==> src/gm_pkg.sv <==
package gm_pkg;

    localparam int MASK_LEN_DEF = 32;

    localparam logic [7:0] STAR_CHAR  = 8'd42;
    localparam logic [7:0] QMARK_CHAR = 8'd63;

    typedef enum logic [1:0] {
        OP_APPEND  = 2'd0,
        OP_SUBJECT = 2'd1,
        OP_END     = 2'd2,
        OP_CLEAR   = 2'd3
    } t_op;

    // One word handed from the input register to the execution logic.
    typedef struct packed {
        logic       fire;
        t_op        op;
        logic [7:0] ch;
    } t_exec;

endpackage

==> src/gm_if.sv <==
interface gm_in_if;
    logic       valid;
    logic       ready;
    logic [1:0] operation;
    logic [7:0] character;

    modport source (output valid, output operation, output character, input ready);
    modport sink   (input valid, input operation, input character, output ready);
endinterface

interface gm_out_if;
    logic valid;
    logic ready;
    logic matched;
    logic mask_overflow;

    modport source (output valid, output matched, output mask_overflow, input ready);
    modport sink   (input valid, input matched, input mask_overflow, output ready);
endinterface

==> src/gm_mask_store.sv <==
module gm_mask_store
    import gm_pkg::*;
#(
    parameter int MASK_LEN = MASK_LEN_DEF,
    parameter int LEN_W    = $clog2(MASK_LEN + 1)
) (
    input  logic                i_clk,
    input  logic                i_rst_n,
    input  t_exec               i_exec,
    output logic [MASK_LEN-1:0] o_star,
    output logic [MASK_LEN-1:0] o_hit,
    output logic [LEN_W-1:0]    o_len,
    output logic                o_ovf
);

    logic [7:0]       r_mask [MASK_LEN];
    logic [LEN_W-1:0] r_len;
    logic [LEN_W-1:0] n_len;
    logic             r_ovf;
    logic             n_ovf;
    logic             full;
    logic             wr_en;

    assign full  = (r_len == LEN_W'(MASK_LEN));
    assign wr_en = i_exec.fire && (i_exec.op == OP_APPEND) && !full;

    always_comb begin
        n_len = r_len;
        n_ovf = r_ovf;
        if (i_exec.fire) begin
            unique case (i_exec.op)
                OP_APPEND: begin
                    if (full) begin
                        n_ovf = 1'b1;
                    end else begin
                        n_len = r_len + LEN_W'(1);
                    end
                end
                OP_CLEAR: begin
                    n_len = '0;
                    n_ovf = 1'b0;
                end
                default: begin
                end
            endcase
        end
    end

    always_ff @(posedge i_clk) begin
        if (!i_rst_n) begin
            r_len <= '0;
            r_ovf <= 1'b0;
        end else begin
            r_len <= n_len;
            r_ovf <= n_ovf;
        end
    end

    // Entries need no reset: positions at or above the length are masked off below.
    always_ff @(posedge i_clk) begin
        for (int p = 0; p < MASK_LEN; p++) begin
            if (wr_en && (r_len == LEN_W'(p))) begin
                r_mask[p] <= i_exec.ch;
            end
        end
    end

    always_comb begin
        for (int p = 0; p < MASK_LEN; p++) begin
            o_star[p] = (LEN_W'(p) < r_len) && (r_mask[p] == STAR_CHAR);
            o_hit[p]  = (LEN_W'(p) < r_len) && (r_mask[p] != STAR_CHAR)
                        && ((r_mask[p] == QMARK_CHAR) || (r_mask[p] == i_exec.ch));
        end
    end

    assign o_len = r_len;
    assign o_ovf = r_ovf;

    a_len_bound: assert property (@(posedge i_clk) disable iff (!i_rst_n)
        r_len <= LEN_W'(MASK_LEN))
        else $error("mask length beyond capacity");

    a_ovf_full: assert property (@(posedge i_clk) disable iff (!i_rst_n)
        r_ovf |-> full)
        else $error("overflow flagged while the store has room");

endmodule

==> src/gm_nfa.sv <==
module gm_nfa
    import gm_pkg::*;
#(
    parameter int MASK_LEN = MASK_LEN_DEF,
    parameter int LEN_W    = $clog2(MASK_LEN + 1)
) (
    input  logic                i_clk,
    input  logic                i_rst_n,
    input  t_exec               i_exec,
    input  logic [MASK_LEN-1:0] i_star,
    input  logic [MASK_LEN-1:0] i_hit,
    input  logic [LEN_W-1:0]    i_len,
    output logic                o_matched
);

    // Raw set of reached positions, kept before the star closure is applied.
    logic [MASK_LEN:0] r_act;
    logic [MASK_LEN:0] n_act;
    logic [MASK_LEN:0] star_ext;
    logic [MASK_LEN:0] seed;
    logic [MASK_LEN:0] run_sum;
    logic [MASK_LEN:0] closed;
    logic [MASK_LEN:0] stepped;

    // A set bit on a star carries through the following run of stars and lands
    // one past it, the same way an add ripples a carry through a run of ones.
    assign star_ext = {1'b0, i_star};
    assign seed     = {1'b0, r_act[MASK_LEN-1:0] & i_star};
    assign run_sum  = seed + star_ext;
    assign closed   = r_act | (run_sum ^ star_ext);

    assign stepped  = {1'b0, closed[MASK_LEN-1:0] & i_star}
                    | {closed[MASK_LEN-1:0] & i_hit, 1'b0};

    assign o_matched = closed[i_len];

    always_comb begin
        n_act = r_act;
        if (i_exec.fire) begin
            unique case (i_exec.op)
                OP_SUBJECT: n_act = stepped;
                OP_APPEND,
                OP_END,
                OP_CLEAR:   n_act = (MASK_LEN + 1)'(1);
                default:    n_act = r_act;
            endcase
        end
    end

    always_ff @(posedge i_clk) begin
        if (!i_rst_n) begin
            r_act <= (MASK_LEN + 1)'(1);
        end else begin
            r_act <= n_act;
        end
    end

    a_restart: assert property (@(posedge i_clk) disable iff (!i_rst_n)
        (i_exec.fire && (i_exec.op != OP_SUBJECT)) |=> (r_act == (MASK_LEN + 1)'(1)))
        else $error("match state not restarted after a mask edit or end of subject");

endmodule

==> src/wildcard_glob_matcher_top.sv <==
// Glob matcher for '*' and '?', case sensitive. Load the mask with append words (one byte
// each, up to MASK_LEN bytes; extra bytes are dropped and reported as overflow), then stream
// subject bytes and finish with an end-of-subject word, which returns one result word
// carrying matched and mask_overflow and restarts matching with the same mask. Appending or
// clearing the mask restarts any subject in progress. One word is accepted every cycle; the
// input stalls only while an end-of-subject word waits in the input register behind a result
// word that has not been taken. A result word is registered: an accepted end-of-subject word
// first moves into the input register, and when it executes, its result moves into the result
// register. The cycle time is set by the star closure, one carry chain across MASK_LEN+1
// positions, alongside the per-position byte compare. No clearing pass is needed after
// reset.
module wildcard_glob_matcher_top
    import gm_pkg::*;
#(
    parameter int MASK_LEN = MASK_LEN_DEF
) (
    input  logic      i_clk,
    input  logic      i_rst_n,
    gm_in_if.sink     i_in,
    gm_out_if.source  o_out
);

    localparam int LEN_W = $clog2(MASK_LEN + 1);

    logic                r_in_v;
    t_op                 r_in_op;
    logic [7:0]          r_in_ch;
    logic                r_out_v;
    logic                r_out_matched;
    logic                r_out_ovf;
    logic                stall;
    t_exec               exec;
    logic [MASK_LEN-1:0] star;
    logic [MASK_LEN-1:0] hit;
    logic [LEN_W-1:0]    len;
    logic                ovf;
    logic                matched;

    // Only an end-of-subject word waits, and only while the previous result is unread.
    assign stall = r_in_v && (r_in_op == OP_END) && r_out_v && !o_out.ready;

    assign i_in.ready = !stall;

    assign exec.fire = r_in_v && !stall;
    assign exec.op   = r_in_op;
    assign exec.ch   = r_in_ch;

    always_ff @(posedge i_clk) begin
        if (!i_rst_n) begin
            r_in_v <= 1'b0;
        end else if (!stall) begin
            r_in_v <= i_in.valid;
        end
    end

    always_ff @(posedge i_clk) begin
        if (!stall) begin
            r_in_op <= t_op'(i_in.operation);
            r_in_ch <= i_in.character;
        end
    end

    always_ff @(posedge i_clk) begin
        if (!i_rst_n) begin
            r_out_v <= 1'b0;
        end else if (exec.fire && (exec.op == OP_END)) begin
            r_out_v <= 1'b1;
        end else if (o_out.ready) begin
            r_out_v <= 1'b0;
        end
    end

    always_ff @(posedge i_clk) begin
        if (exec.fire && (exec.op == OP_END)) begin
            r_out_matched <= matched;
            r_out_ovf     <= ovf;
        end
    end

    gm_mask_store #(
        .MASK_LEN (MASK_LEN),
        .LEN_W    (LEN_W)
    ) u_store (
        .i_clk   (i_clk),
        .i_rst_n (i_rst_n),
        .i_exec  (exec),
        .o_star  (star),
        .o_hit   (hit),
        .o_len   (len),
        .o_ovf   (ovf)
    );

    gm_nfa #(
        .MASK_LEN (MASK_LEN),
        .LEN_W    (LEN_W)
    ) u_nfa (
        .i_clk     (i_clk),
        .i_rst_n   (i_rst_n),
        .i_exec    (exec),
        .i_star    (star),
        .i_hit     (hit),
        .i_len     (len),
        .o_matched (matched)
    );

    assign o_out.valid         = r_out_v;
    assign o_out.matched       = r_out_matched;
    assign o_out.mask_overflow = r_out_ovf;

    a_result_follows: assert property (@(posedge i_clk) disable iff (!i_rst_n)
        (exec.fire && (exec.op == OP_END)) |=> r_out_v)
        else $error("end of subject executed without a result word");

endmodule
==> src/flat_wrapper.sv <==
// flat-port wrapper written by rule: the top's interface ports become plain ports
module wildcard_glob_matcher_top_flat import gm_pkg::*;
#(
    parameter int MASK_LEN = MASK_LEN_DEF
)
  (i_clk, i_rst_n, i_in_valid, i_in_operation, i_in_character, i_in_ready, o_out_valid, o_out_matched, o_out_mask_overflow, o_out_ready);
  gm_in_if i_in_i ();
  gm_out_if o_out_i ();
  input  logic i_clk;
  input  logic i_rst_n;
  input wire logic [$bits(i_in_i.valid)-1:0] i_in_valid;
  input wire logic [$bits(i_in_i.operation)-1:0] i_in_operation;
  input wire logic [$bits(i_in_i.character)-1:0] i_in_character;
  output wire logic [$bits(i_in_i.ready)-1:0] i_in_ready;
  output wire logic [$bits(o_out_i.valid)-1:0] o_out_valid;
  output wire logic [$bits(o_out_i.matched)-1:0] o_out_matched;
  output wire logic [$bits(o_out_i.mask_overflow)-1:0] o_out_mask_overflow;
  input wire logic [$bits(o_out_i.ready)-1:0] o_out_ready;
  assign i_in_i.valid = i_in_valid;
  assign i_in_i.operation = i_in_operation;
  assign i_in_i.character = i_in_character;
  assign i_in_ready = i_in_i.ready;
  assign o_out_valid = o_out_i.valid;
  assign o_out_matched = o_out_i.matched;
  assign o_out_mask_overflow = o_out_i.mask_overflow;
  assign o_out_i.ready = o_out_ready;
  wildcard_glob_matcher_top #(.MASK_LEN(MASK_LEN)) u_core (.i_clk(i_clk), .i_rst_n(i_rst_n), .i_in(i_in_i), .o_out(o_out_i));
endmodule
==> config.mk <==
export PLATFORM = sky130hd
export DESIGN_NAME = wildcard_glob_matcher_top_flat
export DESIGN_NICKNAME = d
export VERILOG_FILES = /design/src/gm_pkg.sv /design/src/gm_if.sv /design/src/gm_mask_store.sv /design/src/gm_nfa.sv /design/src/wildcard_glob_matcher_top.sv /design/src/flat_wrapper.sv
export SDC_FILE = /design/constraint.sdc
export NUM_CORES = 1
export LEC_CHECK = 0
export BUFFER_PORTS_ARGS = -buffer_cell sky130_fd_sc_hd__buf_2
export CORE_ASPECT_RATIO = 0.7
export CORE_MARGIN = 1.5
export CORE_UTILIZATION = 55
export DETAILED_ROUTE_END_ITERATION = 16
export PLACE_DENSITY_LB_ADDON = 0.1
export SYNTH_ARGS = -nofsm -noshare
export SYNTH_HDL_FRONTEND = slang
export SYNTH_SLANG_ARGS = --single-unit
==> constraint.sdc <==
create_clock -name i_clk -period 4.9 [get_ports i_clk]
set_input_delay 0.98 -clock i_clk [delete_from_list [all_inputs] [get_ports i_clk]]
set_output_delay 0.98 -clock i_clk [all_outputs]
set_load 0.01 [all_outputs]
==> results.cfg <==
[global_routing]
grt_max_degree = 65
grt_antenna_before_repair = 0
grt.overflow.total = 0
grt_pass1_wl_um = 78900
grt_pass1_vias = 13200
grt_use_total_pct = 31.0

[critical_path]
crit_chain = buf_4 -> ha_1 -> a2111oi_0 -> or4_1 -> or2_1 -> nor4_1 -> o22ai_1 -> o32ai_2 -> o41ai_1 -> nor2_1 -> nor4_1 -> o21ai_1 -> o22a_1
cp_top_family = compound AO/OA/AOI/OAI gates
cp_max_fo = 21
end_kind = flop
reg2reg_depth = 13
r2r_slack_ns = 0.44
required_ns = 5.21
critical_path_buf_inv_count = 1
crit_slowest_cell = o41ai_1
reg2reg_from = u_core.u_store.o_len[0]
start_kind = flop
arrival_ns = 4.77
max_stage_delay_ns = 0.95
crit_path_frequent_cell = nor4_1
criticalPathCategory = reg2reg
r2r-end = u_core.o_out.matched

[pwr]
p_comb_share_pct = 4.6
p_seq_share_pct = 52.3
power.density_nw_per_um2 = 284
power_leakage_uw = 0.00559
peakVddDrop_v = 0.000341
power_frac_clock_pct = 43.0
power_switching_uw = 1180
power.internal_uw = 4330
swShare_pct = 21.4

[timing]
finalHoldViolations = 0
worst_hold_slack_ns = 0.470
min_period_over_period_pct = 91.1
setup_tns_ns = 0
rsz0062_at_grt = false
worstMarginPinSlew_ns = 1.15
finClkSkew_ns = 0.0141
max_freq_ghz = 0.224
min_period_ns = 4.46
slew_headroom_pct = 23.1
drv_slew = 0
setup_viol = 0

[place]
dpl.hpwl_um = 36100
portBuffers = 17
routabilityCongestion = 1.04
placed_cells = 2089

[clock_tree]
clkSinkCount = 310
clk_path_buf_depth = 3
cts_hold_buf = 0
post_cts_resized = 0
cts-root-buf = clkbuf_16
htree_levels = 1
cts_tree = yes
postCtsSetupBuffers = 0
cts_made_buffers = 30
path_clk_slew_ns = 0.07
clock_latency_ns = 0.58

[drt]
drt_pre_antenna_iters = 6
initialDrtViolationCount = 1593
drc = 0
wl_um = 51000
wire_per_inst_um = 23.8
vias_per_cell = 6.50
antenna_left = 0
vias = 14000

[yosys]
async_reset_ff_share_pct = 0
synth-edff-count = 268
synth_top_area_share_pct = 45.9
syn-cell-area_um2 = 17500
yosysSeqAreaShare_pct = 50.7
synth_area_leaders = edfxtp_1 46%, xnor2_1 10%, dfxtp_1 4.8%
synth_nets = 1681
yosys_warnings = 0
netlist_instances = 1662
synth-seq-cells = 310
postSynthAreaPerCell_um2 = 10.5
synthFlopType = edfxtp_1
yosys.cell_types.count = 87
synth_top_area_cell = edfxtp_1

[hold_path]
hp-class = reg2reg
min_to = u_core.o_out.mask_overflow
min_path_cells = 0
hp-start = u_core.u_store.o_ovf

[flow_run]
max-cap-violations = 0

[outcome]
outcome = complete, no violations

[finish]
layout-drive-gt1-share_pct = 10.2
syn_to_final_growth_pct = 10.6
fin_util_pct = 62.0
layout.nets = 1720
layout.cells.non_filler = 2145
antennaDiodeCount = 0

[floorplan]
initial_utilization_pct = 56.0
io_pins = 18
rows = 54
die-area_um2 = 33000
die_x_um = 216
die_h_um = 152
design.core.area_um2 = 31300
## cells in the final DEF (no fill, tap or decap), drive strengths merged, types with 32 or more instances in the layout
| master | count |
|---|---|
| xor2 | 50 |
| or3 | 32 |
| dfxtp | 42 |
| buf | 84 |
| xnor2 | 209 |
| nor4 | 52 |
| a22oi | 32 |
| edfxtp | 268 |
| o21ai | 64 |
| nor2 | 136 |
| nand4 | 68 |
| nand2 | 101 |
| nand3 | 54 |
| a21oi | 55 |
| clkbuf | 39 |
| nor3 | 65 |
## per-stage QoR
step | setup slack [ns] | area (um2) | total power (uW)
6_report | 0.438 | 19400 | 5510
5_1_grt | 0.137 | 19400 | 5670
4_1_cts | 0.534 | 19400 | 5550
3_5_place_dp | 0.560 | 18400 | 3200
3_3_place_gp | 0.594 | 18400 | 3190
2_1_floorplan | 0.755 | 17500 | 3110
## worst register-to-register path, stage by stage (launching register included)
cell and delay (ns):
dfxtp_1 0.31, buf_4 0.22, ha_1 0.24, a2111oi_0 0.70
or4_1 0.31, or2_1 0.17, nor4_1 0.08, o22ai_1 0.19
o32ai_2 0.23, o41ai_1 0.96, nor2_1 0.09, nor4_1 0.37
o21ai_1 0.12, o22a_1 0.21
## worst max path at each step
stage | from | endpoint | slack (ns) | cells after the start
floorplan | u_core.u_store.o_len[1] | u_core.u_store.r_mask[7][0] | 0.76 | 16
global placement | u_core.u_store.o_len[0] | u_core.o_out.matched | 0.59 | 13
detailed placement | u_core.u_store.o_len[2] | u_core.u_store.r_mask[6][23] | 0.56 | 14
CTS | u_core.u_store.o_len[2] | u_core.u_store.r_mask[6][17] | 0.53 | 14
global route | u_core.u_store.o_len[0] | u_core.o_out.matched | 0.14 | 13
finish | u_core.u_store.o_len[0] | u_core.o_out.matched | 0.44 | 13
## power groups by stage
stage,Sequential (uW),Clock (uW),Combinational (uW)
global route,2880,2510,278
detailed placement,2940,0,255
CTS,2880,2410,257
finish,2880,2370,256
floorplan,2950,0,161
global placement,2940,0,250
## Yosys cell counts, types with 7 or more instances
| master | count |
|---|---|
| a211oi_1 | 9 |
| a21boi_0 | 10 |
| a21oi_1 | 54 |
| a22oi_1 | 32 |
| a31o_2 | 8 |
| a31oi_1 | 23 |
| and2_1 | 15 |
| and3_1 | 8 |
| buf_1 | 23 |
| buf_2 | 10 |
| clkbuf_1 | 42 |
| dfxtp_1 | 42 |
| edfxtp_1 | 268 |
| inv_1 | 25 |
| nand2_1 | 101 |
| nand2b_1 | 9 |
| nand3_1 | 54 |
| nand4_1 | 68 |
| nor2_1 | 132 |
| nor2b_1 | 28 |
| nor3_1 | 62 |
| nor4_1 | 48 |
| nor4b_1 | 9 |
| o211ai_1 | 7 |
| o21a_1 | 8 |
| o21ai_0 | 55 |
| o21ai_1 | 9 |
| o21bai_1 | 7 |
| o31ai_1 | 13 |
| o32ai_1 | 15 |
| o41ai_1 | 10 |
| or2_2 | 11 |
| or3_1 | 31 |
| or4_1 | 21 |
| or4b_1 | 7 |
| xnor2_1 | 209 |
| xor2_1 | 50 |
## cells by family after synthesis
group	synth area share [%]
adders and majority gates	0.357
and+or+nand+nor	19.9
AOI/OAI and AO/OA	13.7
xor gates and xnor gates	12.9
buffers and inverters	2.36
DFF	50.7
## state kept, by name, summed over array words and instances, names as in the netlist
name / count
u_core.o_out.matched: 1
u_core.u_store.o_len: 6
u_core.r_in_op: 2
u_core.o_out.valid: 1
u_core.r_in_ch: 8
u_core.r_in_v: 1
u_core.u_nfa.r_act: 33
u_core.u_store.o_ovf: 1
u_core.u_store.r_mask: 256
u_core.o_out.mask_overflow: 1
## cell type report
cell class | count | area (um2)
Fill cell | 2542 | 11900
Sequential cell | 310 | 8890
Multi-Input combinational cell | 1247 | 8230
Clock buffer | 39 | 846
Timing Repair Buffer | 84 | 638
Tap cell | 420 | 526
Clock inverter | 17 | 163
Inverter | 28 | 105
## routing by layer
layer / vias up / share of wire (%) / global-route usage, %
li1: 6418 / - / -
met1: 6828 / 48 / 48.8
met2: 640 / 40 / 42.6
met3: 66 / 10 / 8.00
met4: 0 / 1.8 / 6.18
met5: - / 0 / 0
Power figures use the tool's default switching activity.
